`src/rtl/core/u8d_pkg.sv`:
```
// shared types and byte constants for the utf-8 byte stream decoder
// no dependencies; used by the interfaces, u8d_step and the top level

package u8d_pkg;

  localparam int unsigned ByteW = 8;
  localparam int unsigned CpW   = 21;
  localparam int unsigned CntW  = 2;

  localparam logic [ByteW-1:0] ByteZero    = 8'h00;
  localparam logic [ByteW-1:0] ByteAsciiHi = 8'h7F;
  localparam logic [ByteW-1:0] ByteContHi  = 8'hBF;
  localparam logic [ByteW-1:0] ByteLead2   = 8'hC0;
  localparam logic [ByteW-1:0] ByteLead3   = 8'hE0;
  localparam logic [ByteW-1:0] ByteLead4   = 8'hF0;
  localparam logic [ByteW-1:0] ByteBad     = 8'hF8;

  localparam logic [ByteW-1:0] MaskLead2 = 8'h1F;
  localparam logic [ByteW-1:0] MaskLead3 = 8'h0F;
  localparam logic [ByteW-1:0] MaskLead4 = 8'h07;
  localparam logic [ByteW-1:0] MaskCont  = 8'h3F;

  localparam logic [CntW-1:0] NeedOne   = 2'd1;
  localparam logic [CntW-1:0] NeedTwo   = 2'd2;
  localparam logic [CntW-1:0] NeedThree = 2'd3;

  typedef struct packed {
    logic            in_sequence;
    logic [CntW-1:0] needed_count;
    logic [CntW-1:0] seen_count;
    logic [CpW-1:0]  accumulator;
  } dec_state_t;

  typedef struct packed {
    logic [CpW-1:0] code_point;
    logic           char_ready;
  } dec_result_t;

  localparam dec_state_t StateReset = '{
    in_sequence:  1'b0,
    needed_count: '0,
    seen_count:   '0,
    accumulator:  '0
  };

endpackage

```
`src/rtl/core/u8d_ifs.sv`:
```
// valid/ready channel interfaces for the byte input and the character output
// depends on u8d_pkg for field widths

interface u8d_byte_if;
  import u8d_pkg::*;

  logic             valid;
  logic             ready;
  logic [ByteW-1:0] byte_in;

  modport source (output valid, output byte_in, input ready);
  modport sink (input valid, input byte_in, output ready);
endinterface

interface u8d_char_if;
  import u8d_pkg::*;

  logic           valid;
  logic           ready;
  logic [CpW-1:0] code_point;
  logic           char_ready;

  modport source (output valid, output code_point, output char_ready, input ready);
  modport sink (input valid, input code_point, input char_ready, output ready);
endinterface

```
`src/rtl/core/u8d_step.sv`:
```
// per-byte decode step: next decoder state and result from current state and byte
// depends on u8d_pkg

module u8d_step (
  input  u8d_pkg::dec_state_t  state,
  input  logic [7:0]           byte_in,
  output u8d_pkg::dec_state_t  state_next,
  output u8d_pkg::dec_result_t result
);
  import u8d_pkg::*;

  logic [CntW-1:0] seen_inc;
  logic [CpW-1:0]  acc_shift;
  logic [ByteW-1:0] cont_bits;

  assign seen_inc  = state.seen_count + CntW'(1);
  assign cont_bits = byte_in & MaskCont;
  assign acc_shift = {state.accumulator[CpW-7:0], cont_bits[5:0]};

  always_comb begin
    state_next = state;
    result     = '0;
    if (byte_in == ByteZero) begin
      state_next = StateReset;
    end else if (!state.in_sequence) begin
      if (byte_in >= ByteBad) begin
        state_next = state;
      end else if (byte_in >= ByteLead4) begin
        state_next.accumulator  = CpW'(byte_in & MaskLead4);
        state_next.needed_count = NeedThree;
        state_next.seen_count   = '0;
        state_next.in_sequence  = 1'b1;
      end else if (byte_in >= ByteLead3) begin
        state_next.accumulator  = CpW'(byte_in & MaskLead3);
        state_next.needed_count = NeedTwo;
        state_next.seen_count   = '0;
        state_next.in_sequence  = 1'b1;
      end else if (byte_in >= ByteLead2) begin
        state_next.accumulator  = CpW'(byte_in & MaskLead2);
        state_next.needed_count = NeedOne;
        state_next.seen_count   = '0;
        state_next.in_sequence  = 1'b1;
      end else if (byte_in <= ByteAsciiHi) begin
        result.code_point = CpW'(byte_in);
        result.char_ready = 1'b1;
      end
    end else if (byte_in > ByteContHi) begin
      state_next.in_sequence  = 1'b0;
      state_next.needed_count = '0;
      state_next.seen_count   = '0;
    end else begin
      state_next.accumulator = acc_shift;
      state_next.seen_count  = seen_inc;
      if (seen_inc == state.needed_count) begin
        result.code_point       = acc_shift;
        result.char_ready       = 1'b1;
        state_next.in_sequence  = 1'b0;
        state_next.needed_count = '0;
        state_next.seen_count   = '0;
      end
    end
  end

endmodule

```
`src/rtl/core/utf8_byte_stream_decoder_unit.sv`:
```
// top level of the utf-8 byte stream decoder: state register and output register
// depends on u8d_pkg, u8d_ifs and u8d_step

// Takes one byte per clock while the output is not stalled and returns exactly one
// result per byte: the decoded code point with char_ready high on the byte that
// completes a character, otherwise zero. The result and the decoder state are both
// registered when the byte is accepted. The only stall is the output register: while
// it holds an untaken result, in_chan.ready follows out_chan.ready. A zero byte clears
// the decoder; there are no overlong or range checks.
module utf8_byte_stream_decoder_unit (
  input logic        clk,
  input logic        rst,
  u8d_byte_if.sink   in_chan,
  u8d_char_if.source out_chan
);
  import u8d_pkg::*;

  dec_state_t  state;
  dec_state_t  state_next;
  dec_result_t result;
  dec_result_t out_reg;
  logic        out_valid;
  logic        accept;

  assign in_chan.ready = !out_valid || out_chan.ready;
  assign accept        = in_chan.valid && in_chan.ready;

  u8d_step u_step (
    .state      (state),
    .byte_in    (in_chan.byte_in),
    .state_next (state_next),
    .result     (result)
  );

  always_ff @(posedge clk) begin
    if (rst) begin
      state     <= StateReset;
      out_valid <= 1'b0;
    end else begin
      if (accept) begin
        state     <= state_next;
        out_valid <= 1'b1;
      end else if (out_chan.ready) begin
        out_valid <= 1'b0;
      end
    end
  end

  always_ff @(posedge clk) begin
    if (accept) begin
      out_reg <= result;
    end
  end

  assign out_chan.valid      = out_valid;
  assign out_chan.code_point = out_reg.code_point;
  assign out_chan.char_ready = out_reg.char_ready;

`ifndef SYNTHESIS
  a_seq_count: assert property (@(posedge clk) disable iff (rst)
    state.in_sequence == (state.needed_count != '0))
    else $error("sequence flag and needed count disagree");

  a_seen_below_needed: assert property (@(posedge clk) disable iff (rst)
    state.in_sequence |-> (state.seen_count < state.needed_count))
    else $error("seen count reached needed count inside a sequence");

  a_zero_clears: assert property (@(posedge clk) disable iff (rst)
    (accept && in_chan.byte_in == ByteZero) |=> (state == StateReset))
    else $error("zero byte did not clear the decoder");

  a_idle_result_zero: assert property (@(posedge clk) disable iff (rst)
    (out_valid && !out_reg.char_ready) |-> (out_reg.code_point == '0))
    else $error("nonzero code point without a completed character");
`endif

endmodule

```
`src/flat_wrapper.sv`:
```
// flat-port wrapper written by rule: the top's interface ports become plain ports
module utf8_byte_stream_decoder_unit_flat import u8d_pkg::*;
  (clk, rst, in_chan_valid, in_chan_byte_in, in_chan_ready, out_chan_valid, out_chan_code_point, out_chan_char_ready, out_chan_ready);
  u8d_byte_if in_chan_i ();
  u8d_char_if out_chan_i ();
  input logic clk;
  input logic rst;
  input wire logic [$bits(in_chan_i.valid)-1:0] in_chan_valid;
  input wire logic [$bits(in_chan_i.byte_in)-1:0] in_chan_byte_in;
  output wire logic [$bits(in_chan_i.ready)-1:0] in_chan_ready;
  output wire logic [$bits(out_chan_i.valid)-1:0] out_chan_valid;
  output wire logic [$bits(out_chan_i.code_point)-1:0] out_chan_code_point;
  output wire logic [$bits(out_chan_i.char_ready)-1:0] out_chan_char_ready;
  input wire logic [$bits(out_chan_i.ready)-1:0] out_chan_ready;
  assign in_chan_i.valid = in_chan_valid;
  assign in_chan_i.byte_in = in_chan_byte_in;
  assign in_chan_ready = in_chan_i.ready;
  assign out_chan_valid = out_chan_i.valid;
  assign out_chan_code_point = out_chan_i.code_point;
  assign out_chan_char_ready = out_chan_i.char_ready;
  assign out_chan_i.ready = out_chan_ready;
  utf8_byte_stream_decoder_unit u_core (.clk(clk), .rst(rst), .in_chan(in_chan_i), .out_chan(out_chan_i));
endmodule
```
`config.mk`:
```
export PLATFORM = sky130hd
export DESIGN_NAME = utf8_byte_stream_decoder_unit_flat
export DESIGN_NICKNAME = d
export VERILOG_FILES = /design/src/rtl/core/u8d_pkg.sv /design/src/rtl/core/u8d_ifs.sv /design/src/rtl/core/u8d_step.sv /design/src/rtl/core/utf8_byte_stream_decoder_unit.sv /design/src/flat_wrapper.sv
export SDC_FILE = /design/constraint.sdc
export NUM_CORES = 1
export LEC_CHECK = 0
export BUFFER_PORTS_ARGS = -buffer_cell sky130_fd_sc_hd__buf_2
export CAP_MARGIN = 20
export CORE_UTILIZATION = 45
export CTS_CLUSTER_SIZE = 24
export DETAILED_ROUTE_END_ITERATION = 10
export GPL_ROUTABILITY_DRIVEN = 1
export HOLD_SLACK_MARGIN = 0.05
export MAX_ROUTING_LAYER = met4
export PLACE_DENSITY = 0.69
export SLEW_MARGIN = 20
export SYNTH_ARGS = -nofsm -noshare
export SYNTH_HDL_FRONTEND = slang
export SYNTH_SLANG_ARGS = --single-unit
```
`constraint.sdc`:
```
create_clock -name clk -period 1.6 [get_ports clk]
set_input_delay 0.16 -clock clk [delete_from_list [all_inputs] [get_ports clk]]
set_output_delay 0.16 -clock clk [all_outputs]
set_load 0.02 [all_outputs]
```
* After elaboration in Yosys (flattened, before gate mapping) *
Index checks and enable logic that the tools add are counted.

storage, ports and cells
  flip-flop bits (word level) = 43
  logic and storage cells = 46

operators by class
  add/subtract/negate cells = 1
  $lt $le $gt $ge = 6
  eq/ne operators = 4
  muxes and demuxes = 19
  reduce and logical (&&, ||, !) cells = 9

operators with widths
  kind                   count
  $mux W26               6
  $mux W22               3
  $mux W9                5
  $ge A8 B8 Y1 const B   4
  $mux W21               1
  $mux W5                2
  $gt A8 B8 Y1 const B   1
  $le A8 B7 Y1 const B   1
  $logic_not A8 Y1       1
  $reduce_and A4 Y1      2
  $reduce_bool A5 Y1     1
  $ne A4 B4 Y1 const B   1
  $ne A3 B2 Y1 const B   1
  $ne A3 B3 Y1 const B   1
  $reduce_and A3 Y1      1
  $add A2 B1 Y2 const B  1
  $eq A2 B2 Y1           1
  $mux W1                2
  $reduce_bool A2 Y1     1
  $logic_and A1 B1 Y1    1
  $logic_not A1 Y1       1
  $logic_or A1 B1 Y1     1

* Depth between registers and ports, before layout *
  depth in word-level cells = 7
  gate-level depth with buffers = 6

* Hierarchy *
From an unflattened synthesis, not the netlist that was laid out.

unflattened totals
  cell total of the unflattened synthesis = 286
  area total of the unflattened synthesis = 2667.6 um^2

modules (own cells, without submodules)
  module                         instances  cells each  area an instance (um^2)  seq. area each (um^2)
  utf8_byte_stream_decoder_unit  1          146         1928.1                   1201.2
  u8d_step                       1          140         739.5                    0.0

* Worst setup path before layout *
OpenSTA, ideal clock, no wires.

  path kind = register to register
  from = register u_core.out_valid (netlist: u_core.out_chan.valid)
  to = register u_core.out_reg (netlist bit u_core.out_chan.char_ready) (enable)
  data arrival time = 1.320 ns
  data required time = 1.222 ns
  path slack = -0.097 ns
  cell stages (with the launch flop) = 4
  path buffers = 0
  period minus slack after synthesis = 1.697 ns
  path through = dfxtp_1 -> nand2b_1 -> nand2_1 -> inv_1

on the way
  word-level cells in the longest chain between the ends = 3

ends and longest elaborated chain
  what                      line                                 source
  start: declaration        utf8_byte_stream_decoder_unit.sv:22  logic out_valid;
  start signal: assignment  utf8_byte_stream_decoder_unit.sv:38  out_valid <= 1'b0;
  start signal: assignment  utf8_byte_stream_decoder_unit.sv:42  out_valid <= 1'b1;
  start signal: assignment  utf8_byte_stream_decoder_unit.sv:44  out_valid <= 1'b0;
  $logic_not A1 Y1          utf8_byte_stream_decoder_unit.sv:25  assign in_chan.ready = !out_valid || out_chan.ready;
  $logic_or A1 B1 Y1        utf8_byte_stream_decoder_unit.sv:25
  via in_chan_ready         flat_wrapper.sv:10                   output wire logic [$bits(in_chan_i.ready)-1:0] in_chan_ready;
  $logic_and A1 B1 Y1       utf8_byte_stream_decoder_unit.sv:26  assign accept = in_chan.valid && in_chan.ready;
  via u_core.accept         utf8_byte_stream_decoder_unit.sv:23  logic accept;
  end signal: assignment    utf8_byte_stream_decoder_unit.sv:51  out_reg <= result;
  end: declaration          utf8_byte_stream_decoder_unit.sv:21  dec_result_t out_reg;

The timed path passes the listed nets, and every way through them passes these cells.
A chain may end at the register's enable or synchronous reset.

* Worst setup path after layout *
  from = register, netlist name u_core.state[22]
  to = register u_core.out_reg (netlist bit u_core.out_chan.code_point[1]) (data pin)

on the way
  word-level cells in the longest chain between the ends = 5

ends and longest elaborated chain
  what           line            source
  $add A2 B1 Y2  u8d_step.sv:16  assign seen_inc = state.seen_count + CntW'(1);
  $eq A2 B2 Y1   u8d_step.sv:54  if (seen_inc == state.needed_count) begin
  $mux W22       u8d_step.sv:54
  $mux W22       u8d_step.sv:47  end else if (byte_in > ByteContHi) begin
  $mux W22       u8d_step.sv:25  end else if (!state.in_sequence) begin

No other way between the ends.

==> summary.md <==
| Metric | Value |
|---|---|
| Status | finished, final reports clean |
| Share of the synthesized area in the top cell type | 34.2% |
| Clock skew | 6.28 ps |
| Crit path max fanout | 6 |
| DRT Wirelength | 4290 um |
| Max_cap viols | 0 |
| CTS root buffer | clkbuf_8 |
| Area delta synth->final | 26.4% |
| Leak pwr | 0.936 nW |
| Slowest stage delay, CP | 380 ps |
| Die height | 67.5 um |
| Hold slack | 131 ps |
| CORE AREA | 4060 um2 |
| Worst path slowest cell | a221oi_4 |
| Post-synthesis net count | 181 |
| Number of global-route vias before repair | 1,509 |
| Non-filler cells, final | 274 |
| CTS tree | done |
| Port bufs | 35 |
| Worst Reg2Reg Path Length in Cells | 5 |
| Seq cells post-synth | 43 |
| Post-synth top flop | edfxtp_1 |
| Commonest cells after routing, fill and taps aside | buf_2 (35), edfxtp_1 (22), nand2_1 (20) |
| Antenna violations before repair | 0 |
| Worst setup SP type | register |
| Gr usage total | 22.1% |
| Final Power | 0.00234 W |
| Avg WL per Cell | 15.6 um |
| Max Root-Sink Buffers | 2 |
| Syn_area_per_cell | 11.4 um2 |
| Hold_sp | in_chan_valid |
| Routed vias | 1,521 |
| Die X | 67.5 um |
| Fillers | 348 |
| Hold endpoint | u_core.out_chan.valid |
| Slew Limit Fails | 0 |
| Die area | 4550 um2 |
| Pin count of the biggest net entering global routing | 22 |
| Final setup vio count | 0 |
| Initial DRC Count | 98 |
| Ys Warns | 0 |
| Number of flops mapped to enable cells by yosys | 22 |
| WP data required | 1770 ps |
| Reg2Reg Setup Slack | 70 ps |
| Hold path depth | 3 |
| Power per Cell Area | 961 nW/um2 |
| Clock sinks | 43 |
| Post-Synthesis Cell Area | 1930 um2 |
| I/O pins | 36 |
| HP Class | in -> reg |
| Vias per cell | 5.55 |
| Inserted Clock Buffers | 5 |
| Clock slew at reported path FFs | 80 ps |
| Starting Density | 47.5% |
| Routed Antenna Nets | 0 |
| Cell taking the most area after synthesis | edfxtp_1 |
| Hold_buf cts | 0 |
| Clock latency on the worst-skew pair | 300 ps |
| Unrepaired setup endpoints after global routing | true |
| Placed cell count | 265 |
| DRC | 0 |
| CP arrival | 1700 ps |
| Worst Setup End Kind | register |
| Largest cells by area after synthesis | edfxtp_1 (34%), dfxtp_1 (22%), mux2i_1 (4.7%) |
| Fraction of layout cells with a size suffix above 1 | 41.5% |
| 1st-pass router iterations | 4 |
| Final period util | 95.9% |
| Grt ovf | 0 |
| Global-route wire length before repair | 7090 um |
| Crit path kind | reg -> reg |
| Final net count | 235 |
| Crit-path cells | xnor2_2 > mux2i_2 > buf_4 > a221oi_4 > and2_1 |
| Max-slew headroom | 68.2% |
| RePlAce Congestion | 0.868 |
| Row count | 23 |
| H-tree levels | 2 |
| DPL Wire Length | 3090 um |
| R2R Path End | u_core.out_chan.code_point[1] |
| Maximum vdd drop | 491 uV |
| Synth async-reset ratio | 0% |
| Syn Inst Count | 169 |
| R2r startpoint | u_core.state[22] |
| Max Fclk | 0.652 GHz |
| Fin. Hold Viols | 0 |
| Fin crit period | 1530 ps |
| Sequential area share after synthesis | 56.0% |
| Ant. Diodes | 0 |
| Slew @ Worst Pin | 473 ps |
| Most common cell after layout, fill and taps aside | buf_2 |
| Post-synthesis cell type count | 38 |
[sequential cells by signal (all words and copies together) (netlist names)]
signal	flops
u_core.out_chan.char_ready	1
u_core.out_chan.code_point	21
u_core.out_chan.valid	1
u_core.state	20
[report_power, final]
group	switching [W]	leakage (nW)	total, W	internal, W
Combinational	0.000175	0.485	0.000281	0.000107
Clock	0.000381	0.0581	0.000846	0.000465
Sequential	0.0000186	0.393	0.00122	0.00120
[metrics by stage]
step,utilization [%],area [um2],worst slack [ps],TNS [ps]
floorplan,-,1940,31.1,0
global placement,56.1,2270,-72.7,-661
detailed placement,56.1,2270,-134,-1480
CTS,59.6,2420,19.7,0
global route,60.1,2440,-9.51,-9.51
finish,60.1,2440,65.5,0
[area by class of cell]
class	count	area (um2)	area share (%)
clock inverter	3	43.8	1.80
inverter	6	26.3	1.08
sequential	43	1080	44.4
clock buffer	5	68.8	2.82
tap	50	62.6	2.57
multi-input combinational	115	838	34.4
timing repair buffer	52	315	12.9
[cell usage after synthesis (3+ instances only)]
cell      number
nand3_1        5
and2_4         9
a21oi_1       10
edfxtp_1      22
mux2i_1        9
or4_1          3
or4b_2         3
nand2b_1       3
dfxtp_1       21
inv_1          6
nand4_1        3
nand2_1       20
a22o_1         3
o21ai_0       10
nor2b_1        4
and2_1         7
and2_2         5
[how the worst max path moves through the flow]
stage / cells past startpoint / slack [ps] / from / to
detailed placement: 5 / -130 / in_chan_byte_in[5] / u_core.out_chan.code_point[6]
CTS: 6 / 20 / u_core.state[24] / u_core.state[24]
global placement: 5 / -70 / in_chan_byte_in[5] / u_core.out_chan.code_point[6]
floorplan: 5 / 30 / u_core.state[24] / u_core.out_chan.code_point[11]
global route: 6 / -10 / u_core.state[24] / u_core.state[23]
finish: 5 / 70 / u_core.state[22] / u_core.out_chan.code_point[1]
[critical path, delay by kind of cell, from the launching register on]
kind | cells | cell delay [ps]
xor+xnor | 1 | 170
flops | 1 | 360
simple gates | 1 | 190
compound gates | 1 | 380
buf+inv | 1 | 160
mux | 1 | 150
[layer usage]
metal	global-route usage (%)	part of all wire (%)	up-vias
li1	-	-	726
met1	25.7	43	742
met2	37.1	51	47
met3	5.07	4.6	6
met4	7.98	1.2	0
met5	-	0	-
[logic make-up after synthesis]
logic type      synth area share [%]
compound gates                  12.6
xor+xnor                       0.454
buf+inv                         2.98
flops                           56.0
mux                             4.67
simple gates                    23.3
[repair_timing]
action / in CTS / in global routing
buffers inserted: 1 / 0
resized for setup: 4 / 4
setup endpoints to repair: 19 / 12
pin swaps: 0 / 0
No activity file was read; power rests on OpenSTA's default activity.
